--- config.mk ---
export PLATFORM = sky130hd
export DESIGN_NAME = cubic_bezier_sampler
export DESIGN_NICKNAME = d
export VERILOG_FILES = /design/src/rtl/core/cbs_pkg.sv /design/src/rtl/core/cubic_bezier_sampler.sv /design/src/rtl/core/cbs_lane.sv /design/src/rtl/core/cbs_dp.sv /design/src/rtl/core/cbs_ctrl.sv
export SDC_FILE = /design/constraint.sdc
export NUM_CORES = 2
export LEC_CHECK = 0
export ABC_AREA = 1
export BUFFER_PORTS_ARGS = -buffer_cell sky130_fd_sc_hd__buf_2
export CORE_AREA = 2 2 453 455
export DETAILED_ROUTE_END_ITERATION = 7
export DIE_AREA = 0 0 455 457
export PLACE_DENSITY = 0.72
export SLEW_MARGIN = 20
export SYNTH_ARGS = -nofsm -noshare
export SYNTH_HDL_FRONTEND = slang
export SYNTH_SLANG_ARGS = --single-unit
--- constraint.sdc ---
create_clock -name i_clk -period 35.6 [get_ports i_clk]
set_input_delay 7.12 -clock i_clk [delete_from_list [all_inputs] [get_ports i_clk]]
set_output_delay 7.12 -clock i_clk [all_outputs]
set_load 0.02 [all_outputs]
--- src/rtl/core/cbs_pkg.sv ---
// Shared types and constants of the cubic Bezier sampler.
// Used by the controller, the datapath, the coordinate lanes and the top level.
`default_nettype none
package cbs_pkg;

    localparam int COORD_W       = 16;   // signed Q8.8 coordinate
    localparam int IDX_W         = 6;    // sample index and segment count
    localparam int CNT_W         = 4;    // step counter of the sequencer
    localparam int SQ_W          = 2 * IDX_W;
    localparam int CUBE_W        = 18;   // holds 62^3
    localparam int PROD_W        = CUBE_W + 1 + COORD_W;
    localparam int ACC_W         = PROD_W + 1;
    localparam int DSH_W         = CUBE_W + COORD_W;
    localparam int NUM_W         = ACC_W;
    localparam int DIV_STEPS     = COORD_W;
    localparam int N_POINTS      = 4;
    localparam int N_AXES        = 3;
    localparam int IN_W          = N_POINTS * N_AXES * COORD_W;
    localparam int OUT_W         = N_AXES * COORD_W + IDX_W;
    localparam int OUT_BUS_W     = ((OUT_W + 7) / 8) * 8;
    localparam int RESULT_BUDGET = 63;

    localparam logic [IDX_W-1:0] MAX_SEGMENTS = IDX_W'(62);
    localparam logic [IDX_W-1:0] SUBDIV_RESET = IDX_W'(62);
    localparam logic [IDX_W-1:0] DUP_LIMIT    = IDX_W'(RESULT_BUDGET - 3);

    typedef enum logic [3:0] {
        ST_IDLE,
        ST_SQ,
        ST_CUBE,
        ST_W1,
        ST_W2,
        ST_MUL,
        ST_ACC,
        ST_PREP,
        ST_DIV,
        ST_EMIT
    } t_state;

    typedef enum logic [3:0] {
        OP_NONE,
        OP_LOAD,
        OP_SQ,
        OP_CUBE,
        OP_W1,
        OP_W2,
        OP_MUL,
        OP_ACC,
        OP_PREP,
        OP_DIV,
        OP_EMIT
    } t_op;

    typedef struct packed {
        t_op              op;
        logic [1:0]       k;      // control point row for a multiply step
        logic             first;  // first multiply step of a coordinate
        logic [IDX_W-1:0] n;      // segment count of the run
        logic [IDX_W-1:0] i;      // sample index
        logic             last;   // final result of the run
    } t_cmd;

    typedef struct packed {
        logic out_free;   // the output register can take a result this cycle
        logic in_ready;   // a curve beat is offered while the controller is ready for it
    } t_stat;

endpackage
`default_nettype wire

--- src/rtl/core/cubic_bezier_sampler.sv ---
// Top level of the cubic Bezier sampler: stream ports, controller and datapath.
// Depends on cbs_pkg, cbs_ctrl and cbs_dp.
//
//   Channel     Direction  Beat carries
//   s_axis      in         one curve: four control points p0..p3, x y z each
//   m_axis      out        one curve sample with its index; tlast on the final one
//   cfg         in         the subdivision register (segment count n)
//
// A curve is taken in its load step, then the squared and cubed segment count are
// formed. Each sample runs the shared per-sample sequence: two Bernstein weight
// steps, four multiply steps through the per-axis lanes, one accumulate, one set-up
// and sixteen steps of the bit-serial rounding divider, then the output step, which
// emits the end sample twice where it is repeated.
// Reset is synchronous and active low; the subdivision register returns to 62.
// A stalled output holds the current result; the sequencer waits only when a
// new result is ready and the previous one has not yet left.
`default_nettype none
module cubic_bezier_sampler
    import cbs_pkg::*;
(
    input  wire                  i_clk,
    input  wire                  i_rst_n,
    // Control points, lowest bits first: p0_x p0_y p0_z p1_x p1_y p1_z
    // p2_x p2_y p2_z p3_x p3_y p3_z, each signed Q8.8.
    input  wire [IN_W-1:0]       i_s_axis_tdata,
    input  wire                  i_s_axis_tvalid,
    output logic                 o_s_axis_tready,
    // Sample, lowest bits first: point_x point_y point_z sample_index, zero pad.
    output logic [OUT_BUS_W-1:0] o_m_axis_tdata,
    output logic                 o_m_axis_tlast,
    output logic                 o_m_axis_tvalid,
    input  wire                  i_m_axis_tready,
    input  wire [IDX_W-1:0]      i_cfg_data,
    input  wire                  i_cfg_valid,
    output logic                 o_cfg_ready
);

    t_cmd             w_cmd;
    t_stat            w_stat;
    logic             w_in_ready;
    logic [OUT_W-1:0] w_out_data;

    // The datapath only sees a beat as valid while the controller is ready for it.
    cbs_ctrl u_ctrl (
        .i_clk       (i_clk),
        .i_rst_n     (i_rst_n),
        .i_cfg_valid (i_cfg_valid),
        .i_cfg_data  (i_cfg_data),
        .o_cfg_ready (o_cfg_ready),
        .o_in_ready  (w_in_ready),
        .i_stat      (w_stat),
        .o_cmd       (w_cmd)
    );

    cbs_dp u_dp (
        .i_clk       (i_clk),
        .i_rst_n     (i_rst_n),
        .i_cmd       (w_cmd),
        .o_stat      (w_stat),
        .i_in_data   (i_s_axis_tdata),
        .i_in_valid  (i_s_axis_tvalid && w_in_ready),
        .o_out_valid (o_m_axis_tvalid),
        .i_out_ready (i_m_axis_tready),
        .o_out_data  (w_out_data),
        .o_out_last  (o_m_axis_tlast)
    );

    assign o_s_axis_tready = w_in_ready;
    assign o_m_axis_tdata  = {{(OUT_BUS_W - OUT_W){1'b0}}, w_out_data};

endmodule
`default_nettype wire

--- src/rtl/core/cbs_lane.sv ---
// One coordinate lane: weighted accumulation and a bit-serial rounding divider.
// Depends on cbs_pkg.
`default_nettype none
module cbs_lane
    import cbs_pkg::*;
(
    input  wire                      i_clk,
    input  t_op                      i_op,
    input  wire                      i_first,
    input  wire [CUBE_W-1:0]         i_w,
    input  wire signed [COORD_W-1:0] i_p,
    input  wire [CUBE_W-1:0]         i_d,
    output logic [COORD_W-1:0]       o_q
);

    logic signed [PROD_W-1:0] r_prod;
    logic signed [ACC_W-1:0]  r_acc;
    logic [NUM_W-1:0]         r_rem;
    logic [DSH_W-1:0]         r_dsh;
    logic [COORD_W-1:0]       r_q;
    logic [NUM_W:0]           n_num;
    logic                     w_ge;

    // Offset numerator: 2*acc + d + 65536*d, which keeps the quotient positive.
    assign n_num = {r_acc, 1'b0} + {{(NUM_W + 1 - CUBE_W){1'b0}}, i_d}
                 + {{(NUM_W + 1 - DSH_W){1'b0}}, i_d, {COORD_W{1'b0}}};
    assign w_ge  = r_rem >= {{(NUM_W - DSH_W){1'b0}}, r_dsh};

    always_ff @(posedge i_clk) begin
        case (i_op)
            OP_MUL: begin
                r_prod <= $signed({1'b0, i_w}) * i_p;
                if (i_first) begin
                    r_acc <= '0;
                end else begin
                    r_acc <= r_acc + ACC_W'(r_prod);
                end
            end
            OP_ACC: begin
                r_acc <= r_acc + ACC_W'(r_prod);
            end
            OP_PREP: begin
                r_rem <= n_num[NUM_W-1:0];
                r_dsh <= {i_d, {COORD_W{1'b0}}};
            end
            OP_DIV: begin
                if (w_ge) begin
                    r_rem <= r_rem - {{(NUM_W - DSH_W){1'b0}}, r_dsh};
                end
                r_q   <= {r_q[COORD_W-2:0], w_ge};
                r_dsh <= r_dsh >> 1;
            end
            default: begin
            end
        endcase
    end

    // Remove the offset of half the quotient range.
    assign o_q = {~r_q[COORD_W-1], r_q[COORD_W-2:0]};

endmodule
`default_nettype wire

--- src/rtl/core/cbs_dp.sv ---
// Datapath: control point store, Bernstein weights, three lanes, output register.
// Depends on cbs_pkg and cbs_lane.
`default_nettype none
module cbs_dp
    import cbs_pkg::*;
(
    input  wire                  i_clk,
    input  wire                  i_rst_n,
    input  t_cmd                 i_cmd,
    output t_stat                o_stat,
    input  wire [IN_W-1:0]       i_in_data,
    input  wire                  i_in_valid,
    output logic                 o_out_valid,
    input  wire                  i_out_ready,
    output logic [OUT_W-1:0]     o_out_data,
    output logic                 o_out_last
);

    logic signed [COORD_W-1:0] r_cp [N_POINTS][N_AXES];
    logic [SQ_W-1:0]           r_nn;
    logic [CUBE_W-1:0]         r_d;
    logic [SQ_W-1:0]           r_uu;
    logic [SQ_W-1:0]           r_vv;
    logic [CUBE_W-1:0]         r_w  [N_POINTS];
    logic [COORD_W-1:0]        w_q  [N_AXES];
    logic [IDX_W-1:0]          w_u;
    logic [CUBE_W-1:0]         w_t1;
    logic [CUBE_W-1:0]         w_t2;
    logic [CUBE_W+1:0]         w_w1;
    logic [CUBE_W+1:0]         w_w2;
    logic                      r_valid;
    logic [OUT_W-1:0]          r_data;
    logic                      r_last;

    assign w_u  = i_cmd.n - i_cmd.i;
    assign w_t1 = r_uu * i_cmd.i;
    assign w_t2 = r_vv * w_u;
    assign w_w1 = {2'b00, w_t1} + {1'b0, w_t1, 1'b0};
    assign w_w2 = {2'b00, w_t2} + {1'b0, w_t2, 1'b0};

    always_ff @(posedge i_clk) begin
        case (i_cmd.op)
            OP_LOAD: begin
                for (int k = 0; k < N_POINTS; k++) begin
                    for (int c = 0; c < N_AXES; c++) begin
                        r_cp[k][c] <= i_in_data[(k*N_AXES + c)*COORD_W +: COORD_W];
                    end
                end
            end
            OP_SQ: begin
                r_nn <= i_cmd.n * i_cmd.n;
            end
            OP_CUBE: begin
                r_d <= r_nn * i_cmd.n;
            end
            OP_W1: begin
                r_uu <= w_u * w_u;
                r_vv <= i_cmd.i * i_cmd.i;
            end
            OP_W2: begin
                r_w[0] <= r_uu * w_u;
                r_w[1] <= w_w1[CUBE_W-1:0];
                r_w[2] <= w_w2[CUBE_W-1:0];
                r_w[3] <= r_vv * i_cmd.i;
            end
            default: begin
            end
        endcase
    end

    for (genvar c = 0; c < N_AXES; c++) begin : g_lane
        cbs_lane u_lane (
            .i_clk   (i_clk),
            .i_op    (i_cmd.op),
            .i_first (i_cmd.first),
            .i_w     (r_w[i_cmd.k]),
            .i_p     (r_cp[i_cmd.k][c]),
            .i_d     (r_d),
            .o_q     (w_q[c])
        );
    end

    // Output register: a held result leaves while the next one is worked on.
    always_ff @(posedge i_clk) begin
        if (!i_rst_n) begin
            r_valid <= 1'b0;
        end else if (i_cmd.op == OP_EMIT) begin
            r_valid <= 1'b1;
        end else if (i_out_ready) begin
            r_valid <= 1'b0;
        end
    end

    always_ff @(posedge i_clk) begin
        if (i_cmd.op == OP_EMIT) begin
            r_data <= {i_cmd.i, w_q[2], w_q[1], w_q[0]};
            r_last <= i_cmd.last;
        end
    end

    assign o_stat.out_free = !r_valid || i_out_ready;
    assign o_stat.in_ready = i_in_valid;
    assign o_out_valid     = r_valid;
    assign o_out_data      = r_data;
    assign o_out_last      = r_last;

endmodule
`default_nettype wire

--- src/rtl/core/cbs_ctrl.sv ---
// Controller: subdivision register, sample counter and the step sequencer.
// Depends on cbs_pkg.
`default_nettype none
module cbs_ctrl
    import cbs_pkg::*;
(
    input  wire              i_clk,
    input  wire              i_rst_n,
    input  wire              i_cfg_valid,
    input  wire [IDX_W-1:0]  i_cfg_data,
    output logic             o_cfg_ready,
    output logic             o_in_ready,
    input  t_stat            i_stat,
    output t_cmd             o_cmd
);

    t_state           r_state, n_state;
    logic [IDX_W-1:0] r_subdiv;
    logic [IDX_W-1:0] r_n, n_n;
    logic [IDX_W-1:0] r_i, n_i;
    logic [CNT_W-1:0] r_cnt, n_cnt;
    logic             r_dup, n_dup;
    logic [IDX_W-1:0] w_nclamp;
    logic             w_end;
    logic             w_dbl;

    always_ff @(posedge i_clk) begin
        if (!i_rst_n) begin
            r_state  <= ST_IDLE;
            r_subdiv <= SUBDIV_RESET;
            r_n      <= '0;
            r_i      <= '0;
            r_cnt    <= '0;
            r_dup    <= 1'b0;
        end else begin
            r_state <= n_state;
            r_n     <= n_n;
            r_i     <= n_i;
            r_cnt   <= n_cnt;
            r_dup   <= n_dup;
            if (i_cfg_valid) begin
                r_subdiv <= i_cfg_data;
            end
        end
    end

    assign w_nclamp = (r_subdiv == '0) ? IDX_W'(1) :
                      (r_subdiv > MAX_SEGMENTS) ? MAX_SEGMENTS : r_subdiv;
    assign w_end    = (r_i == '0) || (r_i == r_n);
    assign w_dbl    = r_n <= DUP_LIMIT;

    // Neither channel takes a beat while reset is held.
    assign o_cfg_ready = i_rst_n;
    assign o_in_ready  = i_rst_n && (r_state == ST_IDLE);

    always_comb begin
        n_state     = r_state;
        n_n         = r_n;
        n_i         = r_i;
        n_cnt       = r_cnt;
        n_dup       = r_dup;
        o_cmd.op    = OP_NONE;
        o_cmd.k     = r_cnt[1:0];
        o_cmd.first = r_cnt == '0;
        o_cmd.n     = r_n;
        o_cmd.i     = r_i;
        o_cmd.last  = 1'b0;
        case (r_state)
            ST_IDLE: begin
                if (i_stat.in_ready) begin
                    o_cmd.op = OP_LOAD;
                    n_n      = w_nclamp;
                    n_i      = '0;
                    n_cnt    = '0;
                    n_dup    = 1'b0;
                    n_state  = ST_SQ;
                end
            end
            ST_SQ: begin
                o_cmd.op = OP_SQ;
                n_state  = ST_CUBE;
            end
            ST_CUBE: begin
                o_cmd.op = OP_CUBE;
                n_state  = ST_W1;
            end
            ST_W1: begin
                o_cmd.op = OP_W1;
                n_state  = ST_W2;
            end
            ST_W2: begin
                o_cmd.op = OP_W2;
                n_cnt    = '0;
                n_state  = ST_MUL;
            end
            ST_MUL: begin
                o_cmd.op = OP_MUL;
                if (r_cnt == CNT_W'(N_POINTS - 1)) begin
                    n_cnt   = '0;
                    n_state = ST_ACC;
                end else begin
                    n_cnt = r_cnt + CNT_W'(1);
                end
            end
            ST_ACC: begin
                o_cmd.op = OP_ACC;
                n_state  = ST_PREP;
            end
            ST_PREP: begin
                o_cmd.op = OP_PREP;
                n_cnt    = '0;
                n_state  = ST_DIV;
            end
            ST_DIV: begin
                o_cmd.op = OP_DIV;
                if (r_cnt == CNT_W'(DIV_STEPS - 1)) begin
                    n_cnt   = '0;
                    n_state = ST_EMIT;
                end else begin
                    n_cnt = r_cnt + CNT_W'(1);
                end
            end
            ST_EMIT: begin
                if (i_stat.out_free) begin
                    o_cmd.op = OP_EMIT;
                    if (w_dbl && w_end && !r_dup) begin
                        n_dup = 1'b1;
                    end else begin
                        o_cmd.last = r_i == r_n;
                        n_dup      = 1'b0;
                        if (r_i == r_n) begin
                            n_state = ST_IDLE;
                        end else begin
                            n_i     = r_i + IDX_W'(1);
                            n_state = ST_W1;
                        end
                    end
                end
            end
            default: begin
                n_state = ST_IDLE;
            end
        endcase
    end

endmodule
`default_nettype wire
# --- After elaboration in Yosys (flattened, before gate mapping) ---
# Memory sizes are Yosys's and may differ from the RTL's. A register that Yosys moved wholly into a read port is not among the register bits.
# Index checks and enable logic that the tools add are counted.
totals:
  wordCells: 176
  regBits: 608
  input_bits: 203
  n_memories: 2
  ramBits: 264
memory_table:
  columns: ["name", "words", "width", "rd", "rd_clocked_by_memory_dff", "wr", "line_no", "rtl"]
  rows:
  - ["u_dp.r_cp", 4, 48, 1, 1, 4, "cbs_dp.sv:19", "logic signed [COORD_W-1:0] r_cp [N_POINTS][N_AXES];"]
  - ["u_dp.r_w", 4, 18, 1, 1, 4, "cbs_dp.sv:24", "logic [CUBE_W-1:0] r_w [N_POINTS];"]
op_classes:
  order_cmp: 5
  bitwise_logic: 5
  n_mux: 50
  add_sub_neg: 17
  multipliers: 11
  reduce_logical: 27
  eq_ne: 31
op_table:
  columns: ["operator", "n"]
  rows:
  - ["$pmux W36 S2", 6]
  - ["$mux W36", 6]
  - ["$pmux W34 S2", 3]
  - ["$add A36 B18 Y36", 3]
  - ["$add A36 B34 Y36", 3]
  - ["$add A36 B35 Y36", 3]
  - ["$ge A36 B34 Y1", 3]
  - ["$sub A36 B34 Y36", 3]
  - ["$mul A19 B16 Y35", 3]
  - ["$mul A12 B6 Y18", 5]
  - ["$pmux W4 S10", 2]
  - ["$add A18 B18 Y18", 2]
  - ["$mul A6 B6 Y12", 3]
  - ["$mux W4", 9]
  - ["$mux W6", 6]
  - ["$eq A4 B3 Y1 const B", 8]
  - ["$eq A4 B4 Y1 const B", 6]
  - ["$eq A4 B2 Y1 const B", 5]
  - ["$pmux W4 S4", 1]
  - ["$logic_not A6 Y1", 2]
  - ["$pmux W6 S2", 1]
  - ["$mux W1", 10]
  - ["$mux W2", 5]
  - ["$ne A2 B2 Y1 const B", 5]
  - ["21 further kinds", 43]

# --- Logic depth before layout (Yosys ltp) ---
logic_depth:
  ltp_word: 8
  depth_mapped: 37

# --- Hierarchy ---
# Synthesis repeated with hierarchy kept, for this count alone.
hier_totals:
  cells_unflattened: 12566
  hier_area_um2: 98642.1
by_module_without_submodules:
  columns: ["mod", "cells_each", "n_inst", "area_per_inst_um2", "seq_area_each_um2"]
  rows:
  - ["cbs_dp", 2766, 1, 27058.5, 11130.7]
  - ["cbs_lane at u_dp.g_lane[2].u_lane", 3189, 1, 23326.1, 4684.5]
  - ["cbs_lane at u_dp.g_lane[1].u_lane", 3185, 1, 23296.1, 4684.5]
  - ["cbs_lane at u_dp.g_lane[0].u_lane", 3173, 1, 23233.5, 4684.5]
  - ["cbs_ctrl", 248, 1, 1701.6, 540.5]
  - ["cubic_bezier_sampler", 5, 1, 26.3, 0.0]

# --- Least setup slack after synthesis ---
# Ideal clock, no wire load.
synth_timing:
  path_type: "input to output"
  start: "input i_rst_n"
  end: "output o_s_axis_tready"
  cell_stages: 2
  slack_ns: 20.930
  path_buffers: 0
  t_arrival_ns: 7.550
  cell_sequence: "clkinv_1 nor2_2"
synth_via:
  elab_chain_len: 1
synth_rtl:
  columns: ["element", "line_no", "rtl"]
  rows:
  - ["from (decl)", "cubic_bezier_sampler.sv:22", "input wire i_rst_n,"]
  - ["$logic_and A1 B1 Y1", "cbs_ctrl.sv:54", "assign o_in_ready = i_rst_n && (r_state == ST_IDLE);"]
  - ["to (decl)", "cubic_bezier_sampler.sv:27", "output logic o_s_axis_tready,"]
# No other way between the ends.

# --- Final worst setup path ---
# Ends and elaborated chain as after synthesis.

==> results.md <==
- Status: finished, final reports clean
- Clk sinks: 800
- Worst-path clk slew: 60 ps
- Synthesized cell area: 90,800 um^2
- Row count: 166
- Core area: 203,000 um^2
- DP Area: 95,200 um^2
- Simple-gate share of the synthesized area: 17.8%
- Vias: 74,211
- Period utilization: 43.2%
- Mux contribution to synthesized area: 0%
- Hold violation count in the final report: 0
- Share of async-settable or async-resettable flops after synthesis: 0%
- Seq. cell area: 23,700 um^2
- WHS Path Cells: 0
- Primary FF master, synth: edfxtp_1
- Largest net degree at the start of global routing: 88
- Final setup fails: 0
- Clock root cell: clkbuf_16
- Most frequent cells in the layout: 2,428 x nand2_1, 1,836 x inv_1, 1,050 x nor2_1
- CP Capture Type: output port
- P&R area growth vs syn: 8.47%
- # fillers: 19,282
- Die Wd: 455 um
- Non-filler cells, final: 13,839
- Reg2reg end: u_dp.g_lane[2].u_lane.r_prod[28]
- First-pass detailed-route iteration total: 8
- Post-route ant nets: 0
- Maxcap violations: 0
- Clock Path Buffers: 3
- Post-Synth XOR/XNOR Area: 3.06%
- GRT overflow: 0
- Maximum achievable frequency: 0.0650 GHz
- Total global-route track usage: 23.8%
- Via density: 5.36
- Post-synth EDFFs: 770
- Die ar.: 208,000 um^2
- Crit path time final: 15,390 ps
- R2R depth: 26
- R2R Setup Slk: 27,040 ps
- Post-CTS Resized: 0
- Vias in the first global route: 73,386
- Routed Wire Length: 248,000 um
- Crit Path Class: input pin to output port
- I/O Buffers: 260
- Max_slew headroom: 21.6%
- Hpwl dp: 194,000 um
- RSZ-0062 raised after global routing: false
- Final Instance Area: 98,500 um^2
- Sequential share of the synthesized area: 26.1%
- Hold-fix buffers, CTS: 0
- CP Max Fanout: 17
- Final number of max-transition violations: 0
- Post-Synth Adder-Cell Area: 33.5%
- Total CTS buffers: 93
- First-pass GRT wire length: 393,000 um
- Drt initial violations: 5,787
- Yosys Warn Count: 0
- Mapped Cells: 10,888
- Number of remaining DRC errors: 0
- Synth Register Bits: 800
- Avg WL per Cell: 17.9 um
- WHS Endpoint: u_dp.o_out_data[18]
- Worst-Skew Late Latency: 760 ps
- CTS tree: built
- Netlist cell types: 55
- Most common cell after layout, fill and taps aside: nand2_1
- Die Ht: 457 um
- Initial core utilization: 44.7%
- Total negative slack: 0 ps
- Placed Cells: 13,664
- Startpoint Class: input pin
- Layout cells sized above 1: 5.31%
- Worst Min Path Start: u_dp.g_lane[1].u_lane.r_q[2]
- Final Wtd Congestion: 0.954
- Main combinational cell family by area after synthesis: adder cells
- Clk_skew: 38.7 ps
- Nets: 13,168
- Complex-gate fraction of the synthesized area: 10.6%
- I/O pin total: 263
- H-tree depth: 3
- Syn Area/Cell: 8.34 um^2
- Initial antenna violation count: 6
- # Post-CTS Setup Buffers: 0
- Hold Path Class: register to register
- Req. time, crit path: 28,480 ps
- Area of the multi-input gates: 59,100 um^2
- Slew @ Worst Pin: 1180 ps
- CP arrival: 8270 ps
==> flip-flops by register name (all words and copies together) (netlist names), named ones only <==
name and flops:
u_dp.r_cp 192, u_ctrl.r_subdiv 6, u_ctrl.r_state 4, u_dp.g_lane.u_lane.r_acc 105
u_dp.g_lane.u_lane.r_q 48, u_dp.g_lane.u_lane.r_dsh 34, u_dp.o_out_data 54, u_ctrl.r_i 6
u_dp.r_nn 11, u_dp.r_vv 11, u_dp.r_w 72, u_dp.g_lane.u_lane.r_rem 108
u_dp.o_out_last 1, u_ctrl.r_n 6, u_dp.r_uu 11, u_ctrl.r_cnt 4
u_ctrl.r_dup 1, u_dp.o_out_valid 1, u_dp.r_d 18, u_dp.g_lane.u_lane.r_prod 105
==> metal layers <==
layer  vias up  share of wire [%]  GRT usage (%)
met3       536                7.5           3.76
met5         -              0.017              0
met1     35317                 42           31.8
li1      35558                  -              -
met4         6                4.8           10.1
met2      2794                 45           38.2
==> synthesized netlist by cell type (12+ instances only) <==
master / number / area (um^2)
nand2_1: 2429 / 9120
inv_1: 1840 / 6910
nor2_1: 1054 / 3960
ha_1: 991 / 12400
fa_1: 899 / 18000
a21oi_1: 825 / 4130
edfxtp_1: 770 / 23100
o21ai_0: 505 / 2530
nand3_1: 320 / 1600
xor2_1: 197 / 1730
clkbuf_1: 167 / 627
xnor2_1: 120 / 1050
nor3_1: 83 / 415
buf_2: 80 / 400
nand4_1: 64 / 400
o21a_1: 64 / 480
a21o_1: 48 / 360
a32oi_1: 43 / 377
a21boi_0: 41 / 308
o21bai_1: 41 / 308
nand3b_1: 38 / 285
dfxtp_1: 30 / 601
a31oi_1: 27 / 169
buf_1: 25 / 93.8
a32oi_2: 23 / 374
o211ai_1: 23 / 173
nor4_1: 20 / 125
or2_2: 18 / 113
inv_2: 12 / 45.0
==> how the worst max path moves through the flow <==
stage | startpoint | endpoint | slack [ps] | depth (start not counted)
after global routing | i_rst_n | o_s_axis_tready | 20030 | 4
after floorplan | i_rst_n | o_s_axis_tready | 20930 | 2
after detailed placement | i_rst_n | o_s_axis_tready | 20200 | 4
after CTS | i_rst_n | o_s_axis_tready | 20210 | 4
after global placement | i_rst_n | o_s_axis_tready | 20240 | 4
final | i_rst_n | o_s_axis_tready | 20210 | 4
==> through the flow <==
stage               worst slack [ps]  utilization [%]  hold slack (ps)
floorplan                      20930                -              406
global placement               20240             46.8              431
detailed placement             20200             46.8              431
CTS                            20210             48.4              446
global route                   20030             48.5              456
finish                         20210             48.5              444
==> cell families (layout without fill, tap and decap cells) <==
logic type / Yosys count / after routing
AO/OA/AOI/OAI: 1693 / 1693
XOR/XNOR: 317 / 317
adder cells (fa/ha/maj): 1890 / 1890
buffers and inverters: 2138 / 2384
flip-flops: 800 / 800
other: 2 / 19
AND/OR/NAND/NOR: 4048 / 4048
==> cell type report <==
type	count	area share, %
diodes	1	0.00254
inverters	1859	7.10
repair buffers	355	2.06
clock inverters	62	0.927
well taps	2688	3.41
flip-flops and latches	800	24.1
multi-input cells	7966	60.0
clock buffers	108	2.42
==> worst max-delay path, stage by stage <==
cell and delay, ps:
buf_2 210, clkinv_1 450, nor2_2 280, buf_2 190
Power is left out: the tool's default activity adds up to more than one toggle a clock period on the data nets, which glitch-free logic cannot reach.
